===== src/lru_key_value_cache_unit_defines.svh =====
// assertion macros for the lru key-value cache
`ifndef LRU_KEY_VALUE_CACHE_UNIT_DEFINES_SVH
`define LRU_KEY_VALUE_CACHE_UNIT_DEFINES_SVH

// condition implies consequence in the same cycle
`define LKVC_ASSERT_IMP(lbl, clk, rst_n, ante, cons) \
    lbl: assert property (@(posedge clk) disable iff (!(rst_n)) (ante) |-> (cons)) \
        else $error("lkvc assertion failed");

// condition implies consequence in the next cycle
`define LKVC_ASSERT_NEXT(lbl, clk, rst_n, ante, cons) \
    lbl: assert property (@(posedge clk) disable iff (!(rst_n)) (ante) |=> (cons)) \
        else $error("lkvc assertion failed");

`endif


===== src/lkvc_pkg.sv =====
// types and constants shared by the lru key-value cache modules
package lkvc_pkg;

    localparam int ENTRIES = 16;
    localparam int IDX_W   = (ENTRIES > 1) ? $clog2(ENTRIES) : 1;
    localparam int RANK_W  = IDX_W;
    localparam int CNT_W   = $clog2(ENTRIES + 1);
    localparam int WORD_W  = 32;
    localparam int CAP_W   = 5;
    localparam int CMP_W   = (CAP_W > CNT_W) ? CAP_W : CNT_W;
    localparam int PADDR_W = 3;
    localparam int REG_W   = PADDR_W - 2;
    localparam int PDATA_W = 32;

    localparam logic [CAP_W-1:0] CAP_RESET    = CAP_W'(16);
    localparam logic [REG_W-1:0] REG_CAPACITY = REG_W'(0);

    typedef logic [WORD_W-1:0] t_word;
    typedef logic [RANK_W-1:0] t_rank;
    typedef logic [CNT_W-1:0]  t_count;
    typedef logic [ENTRIES-1:0] t_slot_vec;

    typedef struct packed {
        t_slot_vec match;
        logic      hit;
        t_rank     hit_rank;
        t_word     hit_data;
        t_slot_vec free_slot;
        t_slot_vec victim;
    } t_lookup;

endpackage


===== src/lru_key_value_cache_unit.sv =====
// the result strobe comes from the result register; one item per cycle sustained
// the lookup and age-rank update for an item complete combinationally between
// the item register and the result register, so busy never rises
// reset (synchronous, active low) empties the cache and sets the capacity to 16
// results cannot be held off by the receiver
module lru_key_value_cache_unit import lkvc_pkg::*; (
    input  logic               i_clk,
    input  logic               i_rst_n,
    input  logic               start,
    output logic               busy,
    input  logic               i_action,
    input  logic [WORD_W-1:0]  i_key,
    input  logic [WORD_W-1:0]  i_value,
    output logic               o_result_valid,
    output logic               o_hit,
    output logic [WORD_W-1:0]  o_read_value,
    input  logic               psel,
    input  logic               penable,
    input  logic               pwrite,
    input  logic [PADDR_W-1:0] paddr,
    input  logic [PDATA_W-1:0] pwdata,
    output logic [PDATA_W-1:0] prdata,
    output logic               pready
);

    logic             r_in_valid;
    logic             r_action;
    t_word            r_key;
    t_word            r_value;
    logic             r_out_valid;
    logic             r_hit;
    t_word            r_read_value;
    logic [CAP_W-1:0] r_capacity;

    logic             accept;
    logic             cfg_write;
    logic             n_hit;
    t_word            n_read_value;

    assign busy      = 1'b0;
    assign pready    = 1'b1;
    assign accept    = start && !busy;
    assign cfg_write = psel && penable && pwrite && pready
                       && (paddr[PADDR_W-1:2] == REG_CAPACITY);

    always_comb begin
        if (paddr[PADDR_W-1:2] == REG_CAPACITY) begin
            prdata = PDATA_W'(r_capacity);
        end else begin
            prdata = '0;
        end
    end

    always_ff @(posedge i_clk) begin
        if (!i_rst_n) begin
            r_capacity <= CAP_RESET;
        end else if (cfg_write) begin
            r_capacity <= pwdata[CAP_W-1:0];
        end
    end

    // item register
    always_ff @(posedge i_clk) begin
        if (!i_rst_n) begin
            r_in_valid <= 1'b0;
        end else begin
            r_in_valid <= accept;
        end
        if (accept) begin
            r_action <= i_action;
            r_key    <= i_key;
            r_value  <= i_value;
        end
    end

    lkvc_store u_store (
        .i_clk        (i_clk),
        .i_rst_n      (i_rst_n),
        .i_item_valid (r_in_valid),
        .i_action     (r_action),
        .i_key        (r_key),
        .i_value      (r_value),
        .i_capacity   (r_capacity),
        .o_hit        (n_hit),
        .o_read_value (n_read_value)
    );

    // result register
    always_ff @(posedge i_clk) begin
        if (!i_rst_n) begin
            r_out_valid <= 1'b0;
        end else begin
            r_out_valid <= r_in_valid;
        end
        if (r_in_valid) begin
            r_hit        <= n_hit;
            r_read_value <= n_read_value;
        end
    end

    assign o_result_valid = r_out_valid;
    assign o_hit          = r_hit;
    assign o_read_value   = r_read_value;

endmodule


===== src/lkvc_lookup.sv =====
// parallel key compare, free slot pick and lru victim pick
module lkvc_lookup import lkvc_pkg::*; (
    input  t_word     i_key,
    input  t_word     i_entry_key  [ENTRIES],
    input  t_word     i_entry_data [ENTRIES],
    input  t_rank     i_entry_rank [ENTRIES],
    input  t_slot_vec i_entry_valid,
    input  t_count    i_count,
    output t_lookup   o_lookup
);

    t_slot_vec match;
    t_slot_vec victim;
    t_slot_vec invalid;
    t_rank     hit_rank;
    t_word     hit_data;
    t_count    oldest;

    assign oldest  = i_count - 1'b1;
    assign invalid = ~i_entry_valid;

    always_comb begin
        for (int i = 0; i < ENTRIES; i++) begin
            match[i]  = i_entry_valid[i] && (i_entry_key[i] == i_key);
            // ranks of valid entries form a permutation, so the oldest is unique
            victim[i] = i_entry_valid[i] && (t_count'(i_entry_rank[i]) == oldest);
        end
    end

    // at most one match, so an or of masked entries selects it
    always_comb begin
        hit_rank = '0;
        hit_data = '0;
        for (int i = 0; i < ENTRIES; i++) begin
            if (match[i]) begin
                hit_rank = hit_rank | i_entry_rank[i];
                hit_data = hit_data | i_entry_data[i];
            end
        end
    end

    always_comb begin
        o_lookup.match     = match;
        o_lookup.hit       = |match;
        o_lookup.hit_rank  = hit_rank;
        o_lookup.hit_data  = hit_data;
        // lowest invalid slot
        o_lookup.free_slot = invalid & (~invalid + 1'b1);
        o_lookup.victim    = victim;
    end

endmodule


===== src/lkvc_store.sv =====
// entry storage and age-rank update for the lru key-value cache
`include "lru_key_value_cache_unit_defines.svh"

module lkvc_store import lkvc_pkg::*; (
    input  logic             i_clk,
    input  logic             i_rst_n,
    input  logic             i_item_valid,
    input  logic             i_action,
    input  t_word            i_key,
    input  t_word            i_value,
    input  logic [CAP_W-1:0] i_capacity,
    output logic             o_hit,
    output t_word            o_read_value
);

    t_word     r_key  [ENTRIES];
    t_word     r_data [ENTRIES];
    t_rank     r_rank [ENTRIES];
    t_slot_vec r_valid;
    t_count    r_count;

    t_lookup          lk;
    logic [CMP_W-1:0] cap_x;
    logic [CMP_W-1:0] eff_cap;
    logic             has_room;
    logic             do_touch;
    logic             ins;
    t_slot_vec        sel;
    t_count           old_rank;

    lkvc_lookup u_lookup (
        .i_key         (i_key),
        .i_entry_key   (r_key),
        .i_entry_data  (r_data),
        .i_entry_rank  (r_rank),
        .i_entry_valid (r_valid),
        .i_count       (r_count),
        .o_lookup      (lk)
    );

    always_comb begin
        cap_x = CMP_W'(i_capacity);
        if (cap_x == '0) begin
            eff_cap = CMP_W'(1);
        end else if (cap_x > CMP_W'(ENTRIES)) begin
            eff_cap = CMP_W'(ENTRIES);
        end else begin
            eff_cap = cap_x;
        end
        has_room = CMP_W'(r_count) < eff_cap;
        do_touch = lk.hit | i_action;
        ins      = ~lk.hit & i_action;
        if (lk.hit) begin
            sel      = lk.match;
            old_rank = t_count'(lk.hit_rank);
        end else if (has_room) begin
            sel      = lk.free_slot;
            old_rank = r_count;
        end else begin
            sel      = lk.victim;
            old_rank = r_count - 1'b1;
        end
    end

    always_ff @(posedge i_clk) begin
        if (!i_rst_n) begin
            r_valid <= '0;
            r_count <= '0;
            for (int i = 0; i < ENTRIES; i++) begin
                r_rank[i] <= '0;
            end
        end else if (i_item_valid && do_touch) begin
            for (int i = 0; i < ENTRIES; i++) begin
                if (sel[i]) begin
                    r_rank[i] <= '0;
                end else if (r_valid[i] && (t_count'(r_rank[i]) < old_rank)) begin
                    r_rank[i] <= r_rank[i] + 1'b1;
                end
            end
            if (ins) begin
                r_valid <= r_valid | sel;
                if (has_room) begin
                    r_count <= r_count + 1'b1;
                end
            end
        end
    end

    always_ff @(posedge i_clk) begin
        if (i_item_valid && i_action) begin
            for (int i = 0; i < ENTRIES; i++) begin
                if (sel[i]) begin
                    r_data[i] <= i_value;
                    if (!lk.hit) begin
                        r_key[i] <= i_key;
                    end
                end
            end
        end
    end

    assign o_hit        = lk.hit;
    assign o_read_value = (lk.hit && !i_action) ? lk.hit_data : '0;

    `LKVC_ASSERT_IMP(a_count_matches_valid, i_clk, i_rst_n, 1'b1, $countones(r_valid) == r_count)
    `LKVC_ASSERT_IMP(a_single_match, i_clk, i_rst_n, i_item_valid, $onehot0(lk.match))
    `LKVC_ASSERT_IMP(a_hit_rank_in_use, i_clk, i_rst_n, i_item_valid && lk.hit, t_count'(lk.hit_rank) < r_count)
    `LKVC_ASSERT_NEXT(a_get_keeps_count, i_clk, i_rst_n, i_item_valid && !i_action, $stable(r_count))

endmodule

===== config.mk =====
export PLATFORM = sky130hd
export DESIGN_NAME = lru_key_value_cache_unit
export DESIGN_NICKNAME = d
export VERILOG_FILES = /design/src/lkvc_pkg.sv /design/src/lru_key_value_cache_unit.sv /design/src/lkvc_lookup.sv /design/src/lkvc_store.sv
export VERILOG_INCLUDE_DIRS = /design/src /design/src/src
export SDC_FILE = /design/constraint.sdc
export NUM_CORES = 2
export LEC_CHECK = 0
export ABC_AREA = 1
export BUFFER_PORTS_ARGS = -buffer_cell sky130_fd_sc_hd__buf_2
export CAP_MARGIN = 20
export CORE_MARGIN = 2
export CORE_UTILIZATION = 40
export DETAILED_ROUTE_END_ITERATION = 10
export SLEW_MARGIN = 20
export SYNTH_ARGS = -nofsm -noshare
export SYNTH_HDL_FRONTEND = slang
export SYNTH_HIERARCHICAL = 1
export SYNTH_SLANG_ARGS = --single-unit

===== constraint.sdc =====
create_clock -name i_clk -period 8.7 [get_ports i_clk]
set_input_delay 1.305 -clock i_clk [delete_from_list [all_inputs] [get_ports i_clk]]
set_output_delay 1.305 -clock i_clk [all_outputs]
set_load 0.01 [all_outputs]

Word-level counts from Yosys, hierarchy flattened --
Cells that the tools add are included.
Storage, ports and cells: register bits 1214, input bits 106, word-level logic and storage cells 359
Operators by class: add/subtract/negate cells 19, order comparisons 18, equality and inequality tests 32, mux-type cells 71, bitwise operators 38, reductions and logical operators 123
Operator list (count):
- $eq A32 B32 Y1 | 16
- $mux W32 | 16
- $or A32 B32 Y32 | 15
- $mux W4 | 48
- $eq A4 B5 Y1 | 16
- $lt A4 B5 Y1 | 16
- $reduce_and A2 Y1 | 33
- $add A4 B1 Y4 const B | 16
- $or A4 B4 Y4 | 15
- $logic_and A1 B1 Y1 | 54
- $reduce_and A3 Y1 | 17
- $mux W16 | 2
- $not A16 Y16 | 2
- $reduce_bool A2 Y1 | 16
- $mux W5 | 5
- $add A16 B1 Y16 const B | 1
- $and A16 B16 Y16 | 1
- $or A16 B16 Y16 | 1
- $reduce_or A16 Y1 | 1
- $add A5 B1 Y5 const B | 1
- $gt A5 B5 Y1 const B | 1
- $logic_not A5 Y1 | 1
- $lt A5 B5 Y1 | 1
- $sub A5 B1 Y5 const B | 1
- other kinds (4) | 5

Logic depth before layout (Yosys ltp) --
depth after elaboration 38, mapped depth 33, gate-level depth less buffers 28

Modules after synthesis --
The synthesis kept the hierarchy.
By module, submodules not included:
- lkvc_store | times used 1, cells each 2108, area each 37627.3 um^2, sequential area each 32451.1 um^2
- lkvc_lookup | times used 1, cells each 3472, area each 16502.1 um^2, sequential area each 0.0 um^2
- lru_key_value_cache_unit | times used 1, cells each 180, area each 3490.8 um^2, sequential area each 3083.0 um^2

Worst setup path before layout --
OpenSTA, ideal clock, no wires.
path kind reg2reg, from register u_store.r_count[0], to register u_store/r_data[320] (netlist name), enable pin, data arrival time 3.973 ns, data required time 8.279 ns, setup slack 4.306 ns, cell stages (with the launch flop) 14, cells stage by stage dfxtp_1 clkbuf_1 inv_1 ha_1 xor2_1 buf_2 xnor2_1 nand3_1 nor2_1 nor2_1 nor2_1 o21ai_2 a21boi_2 nor2_1
RTL lines:
- from (decl) | line lkvc_store.sv:20 | t_count r_count;
- from (signal assigned) | line lkvc_store.sv:83 | r_count <= r_count + 1'b1;
- to (signal, indexed assignment) | line lkvc_store.sv:93 | r_data[i] <= i_value;
- to (decl) | line lkvc_store.sv:17 | t_word r_data [ENTRIES];

==> results_dict.tcl <==
set metrics [dict create \
    cts_tree "built" \
    ys_ff_latch 1214 \
    routed_wl_mm 174.0 \
    start_kind "register" \
    vdd_drop_max_mv 0.1847 \
    cp.arrival_ps 6570 \
    holdCritPathClass "register to register" \
    setup_violations 0 \
    ant_nets 0 \
    busiest_layer "met2" \
    met2_usage 0.3702 \
    placementRows 139 \
    drcViolationCount 0 \
    maxSlewViolCount 0 \
    grt_pass1_vias 38445 \
    first_pass_iters 6 \
    cp_slowest_cell "edfxtp_1" \
    path_cells "buf_4 > xnor2_1 > nand2_1 > nor2_1 > nand3_1 > nor2_4 > buf_4 > nand2_1 > nand4_1 > nor2_1 > nand2_2 > buf_4 > nand2_1 > nand3_1 > nand3_1 > nand2_1 > nand2_1 > nand4_1 > nand2_2 > a21oi_1 > nor2_1" \
    synthCells 5760 \
    hold_viol_final 0 \
    cap_violations 0 \
    wl_per_cell_um 22.05 \
    syn_area_per_cell_um2 10.00 \
    fin_crit_sh 0.6798 \
    place_ws_ps 2943 \
    cts.sinks 1214 \
    status "complete, no violations" \
    power.leakage_nw 24.87 \
    die_h_um 383.5 \
    slowest_delay_ps 1050 \
    use_met3 0.03888 \
    clk_latency_ps 760 \
    grt_max_degree 93 \
    synthArstFlopShare 0 \
    vias 41628 \
    layout-drive-gt1-share 0.1086 \
    ff_latch_area_um2 35540 \
    dieWidth_um 383.5 \
    post_cts_buffers 0 \
    cpMostUsedCell "nand2_1" \
    multi_input_area_um2 18010 \
    vias_per_cell 5.277 \
    synth_edf_count 1122 \
    powerDensity_nw_per_um2 198.0 \
    dieArea_um2 147100 \
    synth_warnings 6 \
    synth_area_um2 57620 \
    max_slew_margin 0.2526 \
    drtIter0Drc 4418 \
    clockBufferDepth 3 \
    fin_setup_tns_ps 0 \
    gp_congestion 0.8689 \
    cts_resized 0 \
    root_buffer "clkbuf_16" \
    path_max_fanout 37 \
    clkTransAtPathRegs_ps 60 \
    port_buffers 115 \
    ys.flop_type "edfxtp_1" \
    skew_ps 38.42 \
    ctsHoldBuffers 0 \
    cp-end-kind "register" \
    finalCriticalPeriod_ps 5914 \
    tightest_slew_ps 1121 \
    use_met1 0.3217 \
    layout_common_cells "nand2_1 (1515), edfxtp_1 (1122), nand3_1 (686)" \
    grt_usage 0.2334 \
    area_growth_pct 11.09 \
    layout.nets 6047 \
    htreeDepth 4 \
    yosys.cell_types.count 49 \
    critical_path_class "register to register" \
    start_util 0.4021 \
    cp.required_ps 9350 \
    fmax_mhz 169.1 \
    layout_commonest_cell "nand2_1" \
    core_um2 143300 \
    grt_antenna_before_repair 2 \
    hpwl_mm 98.35 \
    cts_inserted_buffers 132 \
    ys_seq_area_frac 0.6167 \
    timing.final.ws_setup_ps 2786 \
    rsz0062_at_grt "false" \
    grt_pass1_wl_mm 253.0 \
    grt_remaining_overflow 0 \
    fillers 13464 \
    pin_count 174 \
]
[metrics by stage]
step | total power, W | instances | hold slack [ps] | utilization | cell area [µm²]
6_report | 0.01267 | 7889 | 520.3 | 0.4466 | 64010
5_1_grt | 0.01304 | 7886 | 531.0 | 0.4466 | 64000
4_1_cts | 0.01274 | 7880 | 527.3 | 0.4458 | 63880
3_5_place_dp | 0.007498 | 7649 | 517.9 | 0.4179 | 59880
3_3_place_gp | 0.007481 | 7649 | 501.4 | 0.4178 | 59880
2_1_floorplan | 0.007170 | 5787 | 455.2 | - | 57720
[critical path: cells and delay by family (launching register included)]
family | cells | cell delay (ps)
and+or+nand+nor | 16 | 2850
buffers and inverters | 3 | 1500
xor gates and xnor gates | 1 | 160
DFF | 1 | 1050
AOI/OAI and AO/OA | 1 | 180
[power by group]
group          internal [W]  leakage (nW)  total, W  switching, W
sequential          0.00650          10.9   0.00660      0.000102
clock               0.00301          1.96   0.00528       0.00227
combinational      0.000206          12.0  0.000789      0.000583
[cell usage after synthesis, types with 4 or more instances]
library cell  instances  area, µm²
a211oi_1             10      75.07
a21boi_2             11      123.9
a21boi_4              5      93.84
a21oi_1              86      430.4
a221oi_1              6      52.55
buf_1                 4      15.01
buf_2                83      415.4
buf_4                73      548.0
buf_6                64      720.7
clkbuf_1             30      112.6
dfxtp_1              92       1842
edfxtp_1           1122      33690
ha_1                 55      688.2
inv_1               649       2436
inv_2                38      142.6
inv_4                 6      37.54
nand2_1            1518       5698
nand2_2              25      156.4
nand2_4              11      123.9
nand3_1             686       3433
nand3_2              50      500.5
nand4_1              54      337.8
nor2_1              512       1922
nor2_2                5      31.28
nor2_4               31      349.1
nor3_1               11      55.05
nor4_1                8      50.05
o21a_1               16      120.1
o21ai_0             179      895.9
o21ai_1              46      230.2
o22ai_1              38      237.7
or2_2                23      143.9
xnor2_1             148       1296
xor2_1               41      359.1
[flip-flops by register name, summed over array words and instances (netlist names)]
name and count:
u_store/r_data 512, u_store/r_key 512, u_store/r_rank 64, o_read_value 32
r_key 32, r_value 32, u_store/r_valid 16, r_capacity 5
u_store/r_count 5, o_hit 1, o_result_valid 1, r_action 1
r_in_valid 1
[routing by layer]
| metal | part of all wire | wire length, µm | up-vias |
|---|---|---|---|
| met5 | 0.00011 | 20 | - |
| met4 | 0.037 | 6364 | 2 |
| met3 | 0.091 | 15780 | 343 |
| met2 | 0.45 | 78940 | 1980 |
| met1 | 0.42 | 72890 | 20022 |
| li1 | - | - | 19281 |
[logic make-up after synthesis]
kind of cell,count (synthesis),share of synthesized area
other,2,0.0001303
XOR/XNOR,189,0.02873
adder cells (fa/ha/maj),55,0.01194
AO/OA/AOI/OAI,408,0.04080
buffers and inverters,951,0.07774
flip-flops,1214,0.6167
AND/OR/NAND/NOR,2941,0.2240
[cell type report]
type                            instances  share of cell area
Inverter                              694             0.04093
Sequential cell                      1214              0.5552
Clock inverter                         62            0.006021
Tap cell                             1903             0.03720
Timing Repair Buffer                  222             0.02279
Multi-Input combinational cell       3622              0.2814
Clock buffer                          169             0.05640
Antenna cell                            3           0.0001173
[path summary, 6_finish.rpt]
| kind | from | depth (start not counted) | endpoint | slack [ps] |
|---|---|---|---|---|
| max | r_key[14] | 21 | u_store/r_rank[49] | 2790 |
| min | u_store/r_count[4] | 1 | u_store/r_count[4] | 520 |
| max reg2reg | r_key[14] | 21 | u_store/r_rank[49] | 2790 |
| min reg2reg | u_store/r_count[4] | 1 | u_store/r_count[4] | 520 |
Note: power is estimated with default switching activity, not from simulation.
